### src/hw/rtl/wdt_pkg.sv
// Shared types and constants for the watchdog timer register block.
package wdt_pkg;

  typedef enum logic [1:0] {
    CMD_TICK  = 2'd0,
    CMD_READ  = 2'd1,
    CMD_WRITE = 2'd2
  } cmd_e;

  localparam int unsigned AddrW = 10;
  localparam int unsigned DataW = 32;

  localparam logic [AddrW-1:0] ADDR_LOAD  = 10'd0;
  localparam logic [AddrW-1:0] ADDR_VALUE = 10'd1;
  localparam logic [AddrW-1:0] ADDR_CTL   = 10'd2;
  localparam logic [AddrW-1:0] ADDR_ICR   = 10'd3;
  localparam logic [AddrW-1:0] ADDR_RIS   = 10'd4;
  localparam logic [AddrW-1:0] ADDR_MIS   = 10'd5;
  localparam logic [AddrW-1:0] ADDR_TEST  = 10'd262;
  localparam logic [AddrW-1:0] ADDR_LOCK  = 10'd768;

  localparam logic [DataW-1:0] CTL_READY  = 32'h8000_0000;
  localparam int unsigned      CTL_NMI_BIT   = 2;
  localparam int unsigned      CTL_RESEN_BIT = 1;
  localparam int unsigned      CTL_EN_BIT    = 0;
  localparam int unsigned      TEST_STALL_BIT = 8;
  localparam logic [DataW-1:0] LOCK_KEY   = 32'h1ACC_E551;
  localparam logic [DataW-1:0] ALL_ONES   = 32'hFFFF_FFFF;

  // One result of a step.
  typedef struct packed {
    logic             sys_reset;
    logic             irq_is_nmi;
    logic             irq_out;
    logic [DataW-1:0] rdata;
  } res_t;

endpackage

### src/hw/rtl/watchdog_timer_registers_unit.sv
// Top level of the watchdog timer register block: stream ports and pipeline registers.
//
//  channel  | direction | tdata (low bit up)                        | tuser
//  s_axis   | in        | addr[9:0] wdata[41:10] halted[42] 0-pad   | cmd[1:0]
//  m_axis   | out       | rdata[31:0] irq_out[32] irq_is_nmi[33]    | -
//           |           | sys_reset[34] 0-pad                       |
//
// A request lands in the input register, is executed against the watchdog state
// as it moves into the result register, and is offered from the result register:
// one request per cycle sustained while the output does not stall. The state
// update (decrement or register write) is made on that move. Reset is asynchronous
// and clears both stage valids and all watchdog state. An output stall holds the
// result register; the input register keeps taking a request while the result
// register waits, then holds too.
module watchdog_timer_registers_unit (
  input  logic        clk_i,
  input  logic        rst_ni,
  input  logic        s_axis_tvalid_i,
  output logic        s_axis_tready_o,
  input  logic [47:0] s_axis_tdata_i,  // addr[9:0], wdata[41:10], halted[42], zero pad
  input  logic [1:0]  s_axis_tuser_i,  // cmd[1:0]
  output logic        m_axis_tvalid_o,
  input  logic        m_axis_tready_i,
  output logic [39:0] m_axis_tdata_o   // rdata[31:0], irq_out, irq_is_nmi, sys_reset, pad
);
  import wdt_pkg::*;

  logic             in_vld_q;
  cmd_e             cmd_q;
  logic [AddrW-1:0] addr_q;
  logic [DataW-1:0] wdata_q;
  logic             halted_q;
  logic             out_vld_q;
  res_t             res_q, res_d;
  logic             advance;

  // Execute the held request whenever the result register is free or draining.
  assign advance         = in_vld_q && (!out_vld_q || m_axis_tready_i);
  assign s_axis_tready_o = !in_vld_q || advance;

  always_ff @(posedge clk_i or negedge rst_ni) begin
    if (!rst_ni) begin
      in_vld_q <= 1'b0;
    end else if (s_axis_tready_o) begin
      in_vld_q <= s_axis_tvalid_i;
    end
  end

  // Payload: capture on accept only.
  always_ff @(posedge clk_i) begin
    if (s_axis_tvalid_i && s_axis_tready_o) begin
      cmd_q    <= cmd_e'(s_axis_tuser_i);
      addr_q   <= s_axis_tdata_i[9:0];
      wdata_q  <= s_axis_tdata_i[41:10];
      halted_q <= s_axis_tdata_i[42];
    end
  end

  wdt_core u_core (
    .clk_i   (clk_i),
    .rst_ni  (rst_ni),
    .step_i  (advance),
    .cmd_i   (cmd_q),
    .addr_i  (addr_q),
    .wdata_i (wdata_q),
    .halted_i(halted_q),
    .res_o   (res_d)
  );

  always_ff @(posedge clk_i or negedge rst_ni) begin
    if (!rst_ni) begin
      out_vld_q <= 1'b0;
    end else if (advance) begin
      out_vld_q <= 1'b1;
    end else if (m_axis_tready_i) begin
      out_vld_q <= 1'b0;
    end
  end

  always_ff @(posedge clk_i) begin
    if (advance) begin
      res_q <= res_d;
    end
  end

  assign m_axis_tvalid_o = out_vld_q;
  assign m_axis_tdata_o  = {5'd0, res_q.sys_reset, res_q.irq_is_nmi, res_q.irq_out,
                            res_q.rdata};

`ifndef SYNTHESIS
  a_in_hold: assert property (@(posedge clk_i) disable iff (!rst_ni)
    in_vld_q && !advance |=> in_vld_q)
    else $error("held request dropped");
  a_ready_full: assert property (@(posedge clk_i) disable iff (!rst_ni)
    !s_axis_tready_o |-> in_vld_q && out_vld_q && !m_axis_tready_i)
    else $error("input stalled without a full pipe");
  a_result_fill: assert property (@(posedge clk_i) disable iff (!rst_ni)
    advance |=> out_vld_q)
    else $error("executed request has no result");
`endif

endmodule

### src/hw/rtl/wdt_core.sv
// Watchdog state registers and the single-step update and read logic.
module wdt_core (
  input  logic                      clk_i,
  input  logic                      rst_ni,
  input  logic                      step_i,
  input  wdt_pkg::cmd_e             cmd_i,
  input  logic [wdt_pkg::AddrW-1:0] addr_i,
  input  logic [wdt_pkg::DataW-1:0] wdata_i,
  input  logic                      halted_i,
  output wdt_pkg::res_t             res_o
);
  import wdt_pkg::*;

  logic [DataW-1:0] reload_q, reload_d;
  logic [DataW-1:0] count_q, count_d;
  logic en_q, en_d, nmi_q, nmi_d, resen_q, resen_d;
  logic raw_q, raw_d, stall_q, stall_d, locked_q, locked_d;

  always_comb begin
    reload_d = reload_q;
    count_d  = count_q;
    en_d     = en_q;
    nmi_d    = nmi_q;
    resen_d  = resen_q;
    raw_d    = raw_q;
    stall_d  = stall_q;
    locked_d = locked_q;
    res_o    = '0;
    case (cmd_i)
      CMD_TICK: begin
        if (en_q && !(stall_q && halted_i)) begin
          if (count_q == '0) begin
            count_d = reload_q;
            res_o.sys_reset = raw_q && resen_q;
            raw_d = 1'b1;
          end else begin
            count_d = count_q - DataW'(1);
          end
        end
      end
      CMD_READ: begin
        unique case (addr_i)
          ADDR_LOAD:  res_o.rdata = reload_q;
          ADDR_VALUE: res_o.rdata = count_q;
          ADDR_CTL: begin
            res_o.rdata = CTL_READY;
            res_o.rdata[CTL_NMI_BIT]   = nmi_q;
            res_o.rdata[CTL_RESEN_BIT] = resen_q;
            res_o.rdata[CTL_EN_BIT]    = en_q;
          end
          ADDR_RIS:   res_o.rdata = {{(DataW-1){1'b0}}, raw_q};
          ADDR_MIS:   res_o.rdata = {{(DataW-1){1'b0}}, raw_q & en_q};
          ADDR_TEST:  res_o.rdata[TEST_STALL_BIT] = stall_q;
          ADDR_LOCK:  res_o.rdata = {{(DataW-1){1'b0}}, locked_q};
          default:    res_o.rdata = '0;
        endcase
      end
      CMD_WRITE: begin
        if (addr_i == ADDR_LOCK) begin
          locked_d = (wdata_i != LOCK_KEY);
        end else if (!locked_q) begin
          unique case (addr_i)
            ADDR_LOAD: begin
              reload_d = wdata_i;
              count_d  = wdata_i;
            end
            ADDR_CTL: begin
              // enable only sets; the rising edge reloads the counter
              if (wdata_i[CTL_EN_BIT] && !en_q) begin
                en_d    = 1'b1;
                count_d = reload_q;
              end
              nmi_d   = wdata_i[CTL_NMI_BIT];
              resen_d = wdata_i[CTL_RESEN_BIT];
            end
            ADDR_ICR: begin
              raw_d   = 1'b0;
              count_d = reload_q;
            end
            ADDR_TEST: stall_d = wdata_i[TEST_STALL_BIT];
            default: ;
          endcase
        end
      end
      default: ;
    endcase
    res_o.irq_out    = raw_d & en_d;
    res_o.irq_is_nmi = nmi_d;
  end

  always_ff @(posedge clk_i or negedge rst_ni) begin
    if (!rst_ni) begin
      reload_q <= ALL_ONES;
      count_q  <= ALL_ONES;
      en_q     <= 1'b0;
      nmi_q    <= 1'b0;
      resen_q  <= 1'b0;
      raw_q    <= 1'b0;
      stall_q  <= 1'b0;
      locked_q <= 1'b0;
    end else if (step_i) begin
      reload_q <= reload_d;
      count_q  <= count_d;
      en_q     <= en_d;
      nmi_q    <= nmi_d;
      resen_q  <= resen_d;
      raw_q    <= raw_d;
      stall_q  <= stall_d;
      locked_q <= locked_d;
    end
  end

`ifndef SYNTHESIS
  a_rst_pulse_cause: assert property (@(posedge clk_i) disable iff (!rst_ni)
    res_o.sys_reset |-> cmd_i == CMD_TICK && raw_q && resen_q && count_q == '0)
    else $error("sys_reset without a second timeout");
  a_enable_sticky: assert property (@(posedge clk_i) disable iff (!rst_ni)
    en_q |=> en_q)
    else $error("count enable cleared by software");
  a_locked_hold: assert property (@(posedge clk_i) disable iff (!rst_ni)
    step_i && locked_q && addr_i != ADDR_LOCK |=> $stable(reload_q) && $stable(nmi_q))
    else $error("locked registers changed");
`endif

endmodule
### config.mk
export PLATFORM = sky130hd
export DESIGN_NAME = watchdog_timer_registers_unit
export DESIGN_NICKNAME = d
export VERILOG_FILES = /design/src/hw/rtl/wdt_pkg.sv /design/src/hw/rtl/watchdog_timer_registers_unit.sv /design/src/hw/rtl/wdt_core.sv
export SDC_FILE = /design/constraint.sdc
export NUM_CORES = 1
export LEC_CHECK = 0
export ABC_AREA = 1
export BUFFER_PORTS_ARGS = -buffer_cell sky130_fd_sc_hd__buf_2
export CORE_ASPECT_RATIO = 1.75
export CORE_UTILIZATION = 40
export CTS_BUF_LIST = sky130_fd_sc_hd__clkbuf_2 sky130_fd_sc_hd__clkbuf_4 sky130_fd_sc_hd__clkbuf_8
export DETAILED_ROUTE_END_ITERATION = 16
export SYNTH_ARGS = -nofsm -noshare
export SYNTH_HDL_FRONTEND = slang
export SYNTH_SLANG_ARGS = --single-unit
### constraint.sdc
create_clock -name clk_i -period 3.3 [get_ports clk_i]
set_clock_uncertainty 0.15 [all_clocks]
set_input_delay 0.495 -clock clk_i [delete_from_list [all_inputs] [get_ports clk_i]]
set_output_delay 0.495 -clock clk_i [all_outputs]
set_load 0.03 [all_outputs]
==> run_results.csv <==
group,metric,value,unit
cts,cts_root_buf,"clkbuf_8",
worst_setup_path,worstReg2RegStart,"addr_q[4]$_DFFE_PP_",
worst_setup_path,criticalPathCategory,"flop to flop",
run_status,status,"finished, violations left",
worst_setup_path,crit_arrival,2.55,ns
global_routing,grt.total_usage,23.2,%
worst_setup_path,startpoint_type,"flop",
min_path,hold_depth,1,
routing,vias_per_cell,5.12,
logic_synthesis,synth_warnings,0,
floorplan,dieHeight,194,microns
global_routing,antenna_found_initial,0,
power,combPwrFrac,26.3,%
final_layout,antennaDiodeCount,0,
placement,dp.cells,1405,
timing,maxSlewHeadroom,37.7,%
worst_setup_path,cp_num_buf_inv,2,
timing,setup_viol,0,
timing,hold-worst-slack,0.0338,ns
timing,maxSlewViolCount,0,
worst_setup_path,crit_fanout,17,
min_path,hold_start,"s_axis_tdata_i[1]",
timing,fin_tns_setup,0,ns
routing,drt_iter0_drc,557,
global_routing,first_global_vias,7039,
cts,htree_num_levels,4,
worst_setup_path,crit_required,3.42,ns
placement,gp_congestion,0.883,
timing,finalCritPeriodShare,73.5,%
logic_synthesis,synth_cell_types,38,
final_layout,layout-drive-gt1-share,19.7,%
min_path,holdPathEnd,"addr_q[1]$_DFFE_PP_",
cts,cts_sinks,152,
run_status,violations,"DRC",
worst_setup_path,cpMaxStageDelayCell,"edfxtp_1",
routing,drc,4,
timing,finalHoldViolCount,0,
global_routing,grt_pass1_wl,38200,microns
cts,clk_latency,0.48,ns
timing,tightest_slew,0.935,ns
worst_setup_path,crit_path_end_kind,"flop",
final_layout,final_cells,1438,
cts,cts_tree,"yes",
timing,worst_slack,0.875,ns
power,seq_power_share,49.6,%
power,netSwitchingFraction,38.9,%
floorplan,start_util,40.6,%
run,maxCapViolCount,0,
logic_synthesis,ys_seq_area_share,50.6,%
worst_setup_path,r2r_end,"m_axis_tdata_o[29]$_SDFFCE_PP0P_",
power,max-vdd-ir-drop,340,uV
power,p_int,3.47,mW
floorplan,io_pins,96,
timing,fmax,0.412,GHz
floorplan,dieArea,21800,sq um
logic_synthesis,syn-instance-count,1089,
global_routing,grt_max_degree,49,
final_layout,n_fill_cell,2138,
placement,hpwl,17500,microns
floorplan,fp-row-count,70,
routing,final_antenna_net_count,0,
worst_setup_path,cp_top_family,"simple AND/OR/NAND/NOR gates",
logic_synthesis,avgSynthCellArea,7.78,sq um
cts,clk_path_buf_depth,2,
worst_setup_path,reg2reg_depth,8,
routing,wl_per_cell,16.8,microns
power,switchingPower,2.21,mW
routing,routed_wl,24100,microns
worst_setup_path,rrSetupSlack,0.88,ns
power,p_per_area,597,nW/um^2
floorplan,core_area,20800,sq um
logic_synthesis,syn-cell-area,8470,sq um
worst_setup_path,crit_chain,"nor2_1 -> nand2_2 -> nor2_2 -> nand3_1 -> inv_2 -> buf_4 -> nand2_1 -> a21oi_1",
placement,port_buffers,85,
global_routing,grt-ovfl-total,0,
routing,firstDrtPassIters,11,
routing,vias,7366,
power,p_leak,4.08,nW
timing,rsz0062_at_grt,"no",
cts,numCtsBuffers,17,
cts,clk_pin_slew,0.09,ns
timing,period_minus_slack,2.42,ns
final_layout,nets,1229,
logic_synthesis,ys_ff_latch,152,
power,pwr-share-clk,24.1,%
placement,pre_cts_ws,0.877,ns
final_layout,syn2layout_area_growth,12.4,%
floorplan,fp.dieW,112,microns
power,p_total,5.68,mW
min_path,hold_path_class,"input port to flop",
worst_setup_path,max_stage_delay,0.37,ns
power groups by stage:
stage	registers, mW	clock network (mW)	logic, mW
6_report	2.82	1.37	1.50
4_1_cts	2.81	1.41	1.50
3_3_place_gp	2.84	0	1.47
3_5_place_dp	2.84	0	1.49
2_1_floorplan	2.77	0	1.04
5_1_grt	2.85	1.47	1.69
worst max path at each step:
| stage | from | to | slack (ns) | cells after the start |
|---|---|---|---|---|
| after floorplan | m_axis_tready_i | u_core.reload_q[10]$_DFFE_PN1P_ | 0.45 | 8 |
| after global placement | addr_q[4]$_DFFE_PP_ | m_axis_tdata_o[31]$_SDFFCE_PP0P_ | 0.91 | 10 |
| after detailed placement | addr_q[4]$_DFFE_PP_ | m_axis_tdata_o[31]$_SDFFCE_PP0P_ | 0.88 | 10 |
| after CTS | addr_q[4]$_DFFE_PP_ | m_axis_tdata_o[31]$_SDFFCE_PP0P_ | 0.86 | 10 |
| after global routing | addr_q[5]$_DFFE_PP_ | m_axis_tdata_o[31]$_SDFFCE_PP0P_ | 0.67 | 10 |
| final | addr_q[4]$_DFFE_PP_ | m_axis_tdata_o[29]$_SDFFCE_PP0P_ | 0.88 | 8 |
metal layers:
metal / track usage, % / vias up / part of all wire (%)
met5: 0 / - / 0
met4: 12.6 / 0 / 4.2
met3: 3.31 / 56 / 4.4
met2: 39.9 / 240 / 51
met1: 27.7 / 3396 / 40
li1: - / 3674 / -
flip-flops by register name, indices dropped and copies added (netlist names):
register	flops
u_core.stall_q	1
cmd_q	2
halted_q	1
u_core.raw_q	1
u_core.count_q	32
u_core.nmi_q	1
u_core.locked_q	1
wdata_q	32
m_axis_tvalid_o	1
addr_q	10
m_axis_tdata_o	35
in_vld_q	1
u_core.resen_q	1
u_core.en_q	1
u_core.reload_q	32
logic make-up after synthesis:
kind of cell             after synthesis  share of synthesized area, %
AND/OR/NAND/NOR                      615                          31.0
buffers and inverters                165                          8.55
other                                  1                        0.0443
AO/OA/AOI/OAI                        149                          9.04
XOR/XNOR                               5                         0.517
flip-flops                           152                          50.6
adder cells (fa/ha/maj)                2                         0.295
worst register-to-register path: stages (launching register included):
cell,delay [ns]
edfxtp_1,0.37
nor2_1,0.15
nand2_2,0.15
nor2_2,0.16
nand3_1,0.21
inv_2,0.35
buf_4,0.31
nand2_1,0.08
a21oi_1,0.29
cell type report:
type	instances	area, sq um	share of cell area [%]
Tap cell	252	315	3.31
Clock buffer	17	234	2.46
Sequential cell	152	4280	45.0
Timing Repair Buffer	105	603	6.34
Multi-Input combinational cell	776	3480	36.6
Inverter	121	457	4.80
Clock inverter	15	139	1.46
Yosys cell counts, drive strengths merged:
cell | n | area share (%)
o22ai | 1 | 0.074
ha | 2 | 0.30
nor4 | 5 | 0.37
nand3 | 88 | 5.4
clkbuf | 12 | 0.53
conb | 1 | 0.044
edfxtp | 80 | 28
nor2 | 169 | 8.4
dfrtp | 8 | 2.4
a21oi | 92 | 5.6
inv | 121 | 5.4
o21ai | 54 | 3.2
nand2 | 331 | 15
dfstp | 64 | 20
buf | 32 | 2.6
xnor2 | 1 | 0.10
o31ai | 1 | 0.089
a31oi | 1 | 0.074
nor3b | 1 | 0.089
nand3b | 4 | 0.35
xor2 | 4 | 0.41
nand4 | 13 | 0.96
nor3 | 4 | 0.24
per-stage QoR:
stage               utilization (%)  cell area [sq um]
global placement               43.8               9130
CTS                            45.6               9520
detailed placement             43.8               9130
finish                         45.6               9520
global route                   45.6               9520
floorplan                         -               8480
placed cells by master, fill, tap and decap left out, types with 2 or more instances in the layout:
cell,count
buf_4,17
clkinvlp_4,2
nand4_1,13
nand2_1,325
nor2_4,5
nand3_1,86
o21ai_1,9
dfstp_2,64
inv_6,3
buf_2,85
conb_1,5
edfxtp_1,80
nand3b_1,4
nor2_2,10
dfrtp_1,8
a21oi_2,3
a21oi_1,88
inv_1,114
nor4_1,5
nor3_1,4
nor2_1,153
clkbuf_8,17
inv_8,4
o21ai_0,45
xor2_1,4
nand2_2,3
inv_2,5
ha_1,2
clkinv_4,6
buf_12,2
nand2_4,2
timing repair:
action	CTS	global route
hold buffers	1	0
setup buffers	0	0
hold endpoints to repair	1	0
gates resized for setup	0	0
(Power assumes the default switching activity.)
